===== config.mk =====
export PLATFORM = sky130hd
export DESIGN_NAME = key_matrix_scan_debounce_top
export DESIGN_NICKNAME = d
export VERILOG_FILES = /design/src/rtl/kmsd_pkg.sv /design/src/rtl/kmsd_scan.sv /design/src/rtl/kmsd_keys.sv /design/src/rtl/key_matrix_scan_debounce_top.sv
export SDC_FILE = /design/constraint.sdc
export NUM_CORES = 1
export LEC_CHECK = 0
export BUFFER_PORTS_ARGS = -buffer_cell sky130_fd_sc_hd__buf_4
export CAP_MARGIN = 30
export CORE_UTILIZATION = 30
export DETAILED_ROUTE_END_ITERATION = 16
export GPL_TIMING_DRIVEN = 1
export SYNTH_ARGS = -nofsm -noshare
export SYNTH_HDL_FRONTEND = slang
export SYNTH_HIERARCHICAL = 1
export SYNTH_SLANG_ARGS = --single-unit
export TNS_END_PERCENT = 100

===== constraint.sdc =====
create_clock -name i_clk -period 4.27 [get_ports i_clk]
set_input_delay 0.854 -clock i_clk [delete_from_list [all_inputs] [get_ports i_clk]]
set_output_delay 0.854 -clock i_clk [all_outputs]
set_load 0.01 [all_outputs]

===== src/rtl/kmsd_pkg.sv =====
// shared types and constants for the key matrix scanner with debounce
package kmsd_pkg;

    localparam int unsigned NUM_ROWS = 4;
    localparam int unsigned NUM_KEYS = 8;
    localparam int unsigned CFG_W    = 4;
    localparam int unsigned CNT_W    = 4;

    localparam logic [CFG_W-1:0] SETTLE_RESET    = 4'd2;
    localparam logic [CFG_W-1:0] THRESHOLD_RESET = 4'd5;

    localparam logic [1:0] PINS_IDLE = 2'b11;
    localparam logic [1:0] PINS_COL1 = 2'b10;
    localparam logic [1:0] PINS_COL2 = 2'b01;

    localparam logic REG_SETTLE    = 1'b0;
    localparam logic REG_THRESHOLD = 1'b1;

    typedef enum logic [1:0] {
        PH_COL1 = 2'd0,
        PH_COL2 = 2'd1,
        PH_WAIT = 2'd2
    } t_phase;

    typedef struct packed {
        logic       sample;
        logic       column;
        logic [1:0] pins;
    } t_scan_status;

endpackage


===== src/rtl/kmsd_scan.sv =====
// column scan sequencer: phase, settle timer, active column and pin levels
module kmsd_scan
    import kmsd_pkg::*;
(
    input  logic             i_clk,
    input  logic             i_rst_n,
    input  logic             i_step,
    input  logic [CFG_W-1:0] i_settle_ticks,
    output t_scan_status     o_status
);

    t_phase           r_phase, n_phase;
    logic [CFG_W-1:0] r_timer, n_timer;
    logic             r_column, n_column;
    logic [1:0]       r_pins, n_pins;
    logic [CFG_W-1:0] settle_load;
    logic             sample;

    assign settle_load = (i_settle_ticks == '0) ? CFG_W'(1) : i_settle_ticks;

    // next state
    always_comb begin
        n_phase  = r_phase;
        n_timer  = r_timer;
        n_column = r_column;
        n_pins   = r_pins;
        case (r_phase)
            PH_COL2: begin
                n_phase  = PH_WAIT;
                n_timer  = settle_load;
                n_column = 1'b1;
                n_pins   = PINS_COL2;
            end
            PH_WAIT: begin
                if (r_timer != '0) begin
                    n_timer = r_timer - CFG_W'(1);
                end
                if (r_timer <= CFG_W'(1)) begin
                    n_phase = r_column ? PH_COL1 : PH_COL2;
                end
            end
            default: begin
                n_phase  = PH_WAIT;
                n_timer  = settle_load;
                n_column = 1'b0;
                n_pins   = PINS_COL1;
            end
        endcase
    end

    // outputs
    always_comb begin
        case (r_phase)
            PH_WAIT: sample = (r_timer <= CFG_W'(1));
            default: sample = 1'b0;
        endcase
    end

    assign o_status.sample = sample;
    assign o_status.column = r_column;
    assign o_status.pins   = n_pins;

    always_ff @(posedge i_clk) begin
        if (!i_rst_n) begin
            r_phase  <= PH_COL1;
            r_timer  <= '0;
            r_column <= 1'b0;
            r_pins   <= PINS_IDLE;
        end else if (i_step) begin
            r_phase  <= n_phase;
            r_timer  <= n_timer;
            r_column <= n_column;
            r_pins   <= n_pins;
        end
    end

endmodule


===== src/rtl/kmsd_keys.sv =====
// per-key debounce counters, stable levels and latched events
module kmsd_keys
    import kmsd_pkg::*;
(
    input  logic                i_clk,
    input  logic                i_rst_n,
    input  logic                i_step,
    input  t_scan_status        i_scan,
    input  logic [NUM_ROWS-1:0] i_rows,
    input  logic [NUM_KEYS-1:0] i_clear_pressed,
    input  logic [NUM_KEYS-1:0] i_clear_released,
    input  logic [CFG_W-1:0]    i_threshold,
    output logic [NUM_KEYS-1:0] o_stable,
    output logic [NUM_KEYS-1:0] o_pressed,
    output logic [NUM_KEYS-1:0] o_released
);

    logic [NUM_KEYS-1:0]            r_stable, n_stable;
    logic [NUM_KEYS-1:0]            r_pressed, n_pressed;
    logic [NUM_KEYS-1:0]            r_released, n_released;
    logic [NUM_KEYS-1:0][CNT_W-1:0] r_count, n_count;
    logic [CNT_W-1:0]               thr;
    logic [CNT_W-1:0]               inc;
    logic                           now;
    logic                           in_col;

    assign thr = (i_threshold == '0) ? CNT_W'(1) : i_threshold;

    always_comb begin
        n_stable   = r_stable;
        n_pressed  = r_pressed & ~i_clear_pressed;
        n_released = r_released & ~i_clear_released;
        n_count    = r_count;
        inc        = '0;
        now        = 1'b0;
        in_col     = 1'b0;
        for (int k = 0; k < NUM_KEYS; k++) begin
            in_col = ((k >= NUM_ROWS) == i_scan.column);
            now    = i_rows[k % NUM_ROWS];
            inc    = r_count[k] + CNT_W'(1);
            if (i_scan.sample && in_col) begin
                if (now != r_stable[k]) begin
                    if (inc >= thr) begin
                        n_stable[k] = now;
                        n_count[k]  = '0;
                        if (now) begin
                            n_pressed[k] = 1'b1;
                        end else begin
                            n_released[k] = 1'b1;
                        end
                    end else begin
                        n_count[k] = inc;
                    end
                end else begin
                    n_count[k] = '0;
                end
            end
        end
    end

    assign o_stable   = n_stable;
    assign o_pressed  = n_pressed;
    assign o_released = n_released;

    always_ff @(posedge i_clk) begin
        if (!i_rst_n) begin
            r_stable   <= '0;
            r_pressed  <= '0;
            r_released <= '0;
            r_count    <= '0;
        end else if (i_step) begin
            r_stable   <= n_stable;
            r_pressed  <= n_pressed;
            r_released <= n_released;
            r_count    <= n_count;
        end
    end

endmodule


===== src/rtl/key_matrix_scan_debounce_top.sv =====
// top level: register port, scan sequencer, key bank and result register
// an accepted request's result is registered and appears on the master side in the next cycle
// throughput: one request per cycle, bounded only by the result register handoff
// the result register frees and refills in the same cycle when the result is taken
// reset: synchronous active low, scan restarts at column one setup with both pins high
// reset clears all keys, counters and events and loads settle 2, threshold 5
module key_matrix_scan_debounce_top
    import kmsd_pkg::*;
(
    input  logic        i_clk,
    input  logic        i_rst_n,
    input  logic        i_s_tvalid,
    output logic        o_s_tready,
    // row_levels[3:0], clear_pressed[11:4], clear_released[19:12], zero pad
    input  logic [23:0] i_s_tdata,
    output logic        o_m_tvalid,
    input  logic        i_m_tready,
    // column_drive[1:0], stable_keys[9:2], pressed_events[17:10],
    // released_events[25:18], zero pad
    output logic [31:0] o_m_tdata,
    // rows_sampled[0]
    output logic        o_m_tuser,
    input  logic        i_psel,
    input  logic        i_penable,
    input  logic        i_pwrite,
    input  logic [2:0]  i_paddr,
    input  logic [31:0] i_pwdata,
    output logic [31:0] o_prdata,
    output logic        o_pready
);

    logic [CFG_W-1:0]    r_settle;
    logic [CFG_W-1:0]    r_threshold;
    logic                r_out_valid;
    logic [31:0]         r_out_data;
    logic                r_out_user;
    logic                in_acc;
    logic                cfg_wr;
    t_scan_status        scan_st;
    logic [NUM_KEYS-1:0] stable;
    logic [NUM_KEYS-1:0] pressed;
    logic [NUM_KEYS-1:0] released;

    assign o_pready = 1'b1;
    assign cfg_wr   = i_psel && i_penable && i_pwrite;

    always_ff @(posedge i_clk) begin
        if (!i_rst_n) begin
            r_settle    <= SETTLE_RESET;
            r_threshold <= THRESHOLD_RESET;
        end else if (cfg_wr) begin
            case (i_paddr[2])
                REG_SETTLE:    r_settle    <= i_pwdata[CFG_W-1:0];
                REG_THRESHOLD: r_threshold <= i_pwdata[CFG_W-1:0];
                default:       r_settle    <= r_settle;
            endcase
        end
    end

    always_comb begin
        case (i_paddr[2])
            REG_SETTLE:    o_prdata = {28'd0, r_settle};
            REG_THRESHOLD: o_prdata = {28'd0, r_threshold};
            default:       o_prdata = '0;
        endcase
    end

    assign o_s_tready = !r_out_valid || i_m_tready;
    assign in_acc     = i_s_tvalid && o_s_tready;

    kmsd_scan u_scan (
        .i_clk          (i_clk),
        .i_rst_n        (i_rst_n),
        .i_step         (in_acc),
        .i_settle_ticks (r_settle),
        .o_status       (scan_st)
    );

    kmsd_keys u_keys (
        .i_clk            (i_clk),
        .i_rst_n          (i_rst_n),
        .i_step           (in_acc),
        .i_scan           (scan_st),
        .i_rows           (i_s_tdata[3:0]),
        .i_clear_pressed  (i_s_tdata[11:4]),
        .i_clear_released (i_s_tdata[19:12]),
        .i_threshold      (r_threshold),
        .o_stable         (stable),
        .o_pressed        (pressed),
        .o_released       (released)
    );

    always_ff @(posedge i_clk) begin
        if (!i_rst_n) begin
            r_out_valid <= 1'b0;
        end else if (in_acc) begin
            r_out_valid <= 1'b1;
        end else if (i_m_tready) begin
            r_out_valid <= 1'b0;
        end
    end

    always_ff @(posedge i_clk) begin
        if (in_acc) begin
            r_out_data <= {6'd0, released, pressed, stable, scan_st.pins};
            r_out_user <= scan_st.sample;
        end
    end

    assign o_m_tvalid = r_out_valid;
    assign o_m_tdata  = r_out_data;
    assign o_m_tuser  = r_out_user;

    a_sample_one_column: assert property (@(posedge i_clk) disable iff (!i_rst_n)
        (o_m_tvalid && o_m_tuser) |->
            (o_m_tdata[1:0] == PINS_COL1 || o_m_tdata[1:0] == PINS_COL2))
        else $error("sampled result without exactly one column driven");

    a_sample_flag: assert property (@(posedge i_clk) disable iff (!i_rst_n)
        (in_acc && scan_st.sample) |=> (r_out_valid && r_out_user))
        else $error("row sample not flagged in result");

    a_result_held: assert property (@(posedge i_clk) disable iff (!i_rst_n)
        (r_out_valid && !i_m_tready) |=> (r_out_valid && $stable(r_out_data)))
        else $error("pending result lost or changed");

endmodule


==> impl_metrics.toml <==
[status]
status = "finished, final reports clean"

[drt]
via_per_inst = 4.59
wl_um = 11800
firstDrtPassIters = 4
antenna_left = 0
wl_per_cell_um = 13.0
via_count = 4156
drc = 0
drt_iter0_markers = 196

[placed_design]
port_buffers = 64
placed_cell_area_mm2 = 0.00645
pre_cts_slack_ps = 1310
dpl.hpwl_um = 8490
gp_congestion = 0.720
dpl.cell_count = 889

[critical_path]
crit_path_end_kind = "flop"
rrSetupSlack_ps = 1300
cp_max_fo = 9
critPathRequiredTime_ps = 4350
crit_arrival_ps = 3050
r2r-start = "r_threshold[3]"
worstSetupStartpointType = "flop"
worst_r2r_path_depth = 9
criticalPathCategory = "reg2reg"
r2r-end = "o_m_tdata[5]"

[power]
p_clk_share_pct = 39.6
p_switching_mw = 0.495
internal_power_mw = 1.55
finalPower_mw = 2.04
seq_power_share_pct = 49.7
ir_drop_uv = 182
combPwrFrac_pct = 10.7
powerDensity_mw_per_mm2 = 303
swShare_pct = 24.2
p_leak_nw = 2.66

[logic_synthesis]
synth_top_area_cell = "dfxtp_1"
async_flop_share_pct = 0
syn_area_per_cell_um2 = 10.0
synth_ff_type = "dfxtp_1"
postSynthCellCount = 583
synth_seq_cells = 101
synth_edf_count = 27
syn-cell-area_mm2 = 0.00584
synth_most_common_cell = "dfxtp_1"
ys_warn_count = 6
ys_seq_area_share_pct = 39.3
synth.top_cell.area_share_pct = 25.4
yosys-top-cells-count = "dfxtp_1, nand2_1, nor2b_1, buf_4, ha_1"
synth_area_leaders = "dfxtp_1, edfxtp_1, ha_1, buf_4, nor2b_1"
synth_cell_types = 62

[finish]
final_area_mm2 = 0.00674
layout.cells.non_filler = 905
area_delta_synth_final_pct = 15.5
drive_gt1_share_pct = 20.3
fin_util_pct = 35.7
diodes = 0
fin_nets = 742

[timing]
tns_ps = 0
min_period_over_period_pct = 69.6
fmax_mhz = 337
drv_slew = 0
finalHoldViolations = 0
rsz0062_at_grt = "no"
worst_hold_slack_ps = 468
worst_slew_pin_slew_ps = 572
setup_viol = 0
clock-skew-final_ps = 8.31
relSlewSlack_pct = 61.9
finalCriticalPeriod_ps = 2970
fin_ws_ps = 1300

[clock_tree]
clkTransAtPathRegs_ps = 70
clockBufferDepth = 2
clock-sinks = 101
postCtsSetupRepairBufs = 0
cts_hold_buf = 0
cts_tree = "done"
ctsRootBufferMaster = "clkbuf_16"
insertion_delay_ps = 340
cts_resized = 0
htree_levels = 3
numCtsBuffers = 9

[job]
maxCapViolCount = 0

[grt]
gr-total-overflow = 0
grt_pass1_vias = 3675
grt_antenna_before_repair = 0
grt_pass1_wl_um = 19000
grt_max_degree = 44
grt_usage_pct = 11.9

[die]
dieArea_mm2 = 0.0200
dieWidth_um = 142
core_mm2 = 0.0189
rows = 50
dieHeight_um = 142
start_util_pct = 30.9
num_io_pins = 134

[min_path]
holdPathEnd = "u_keys/r_pressed[6]"
whs_path_depth = 2
worstHoldStart = "u_keys/r_pressed[6]"
holdCritPathClass = "reg2reg"
==> cells in the final DEF, fill, tap and decap left out, types with 3 or more instances in the layout <==
cell,instances
dfxtp_1,74
buf_4,72
nand2_1,47
nor2b_1,42
ha_1,36
conb_1,35
edfxtp_1,27
inv_1,23
nand3_1,18
nor2_1,17
a32oi_1,14
a21boi_1,14
o211ai_1,13
o31ai_1,12
nand2b_1,11
a21oi_1,11
xor2_1,10
a21o_1,10
a22o_1,10
mux2i_1,9
clkbuf_16,9
xnor2_1,9
a21boi_0,8
a32o_1,8
maj3_2,7
nor2_2,7
a21oi_4,6
mux2_4,6
nand3b_1,6
o22ai_1,5
o21ai_0,5
mux2_2,4
and4b_1,4
a31o_1,4
nor3b_1,4
o21ai_1,4
inv_2,3
nor4bb_1,3
nor3_1,3
==> state kept, by name (all words and copies together) (netlist names) <==
signal,flops
o_m_tdata,26
o_m_tuser,1
o_m_tvalid,1
r_settle,4
r_threshold,4
u_keys/r_count,32
u_keys/r_pressed,8
u_keys/r_released,8
u_keys/r_stable,8
u_scan/r_column,1
u_scan/r_phase,2
u_scan/r_pins,2
u_scan/r_timer,4
==> area by class of cell <==
cell class	instances	area (µm²)
sequential	101	2290
multi-input combinational	430	3190
timing repair buffer	72	541
clock inverter	5	60.1
tap	260	325
fill	1919	12200
clock buffer	11	233
inverter	26	97.6
==> critical path, stage by stage, from the launching register on <==
cell and delay [ps]:
dfxtp_1 330, inv_1 350, a31o_2 380, ha_1 280
nand2b_4 130, a21o_1 180, maj3_2 350, a21oi_2 190
nand2b_2 200, mux2_1 330
==> power by group through the flow <==
stage                     Clock, mW  Sequential (mW)  Combinational, mW
after global routing          0.877             1.02              0.243
after detailed placement          0             1.04              0.220
after CTS                     0.839             1.01              0.222
after floorplan                   0             1.04              0.154
after global placement            0             1.04              0.219
final                         0.809             1.01              0.219
==> cells by family after synthesis <==
kind of cell	Yosys count	synth area share, %
adder cells (fa/ha/maj)	44	9.24
other	2	0.129
AO/OA/AOI/OAI	136	19.1
flip-flops	101	39.3
XOR/XNOR	19	2.85
multiplexers	21	4.24
AND/OR/NAND/NOR	175	17.0
buffers and inverters	85	8.21
==> worst max-delay path by stage <==
stage / startpoint / endpoint / slack, ps / depth (start not counted)
global route: r_threshold[3] / o_m_tdata[5] / 1160 / 9
detailed placement: r_threshold[3] / o_m_tdata[5] / 1310 / 9
global placement: r_threshold[3] / o_m_tdata[5] / 1330 / 9
CTS: r_threshold[3] / o_m_tdata[5] / 1280 / 9
floorplan: i_m_tready / u_keys/r_stable[4] / 1220 / 7
finish: r_threshold[3] / o_m_tdata[5] / 1300 / 9
==> metal layers <==
layer  GRT usage, %  share of wire (%)  wire length, µm
met5              0                  0                0
met4           4.58                1.5              181
met2           19.3                 46             5430
met1           16.4                 50             5880
met3           1.18                2.6              302
No activity file was read; power rests on OpenSTA's default activity.
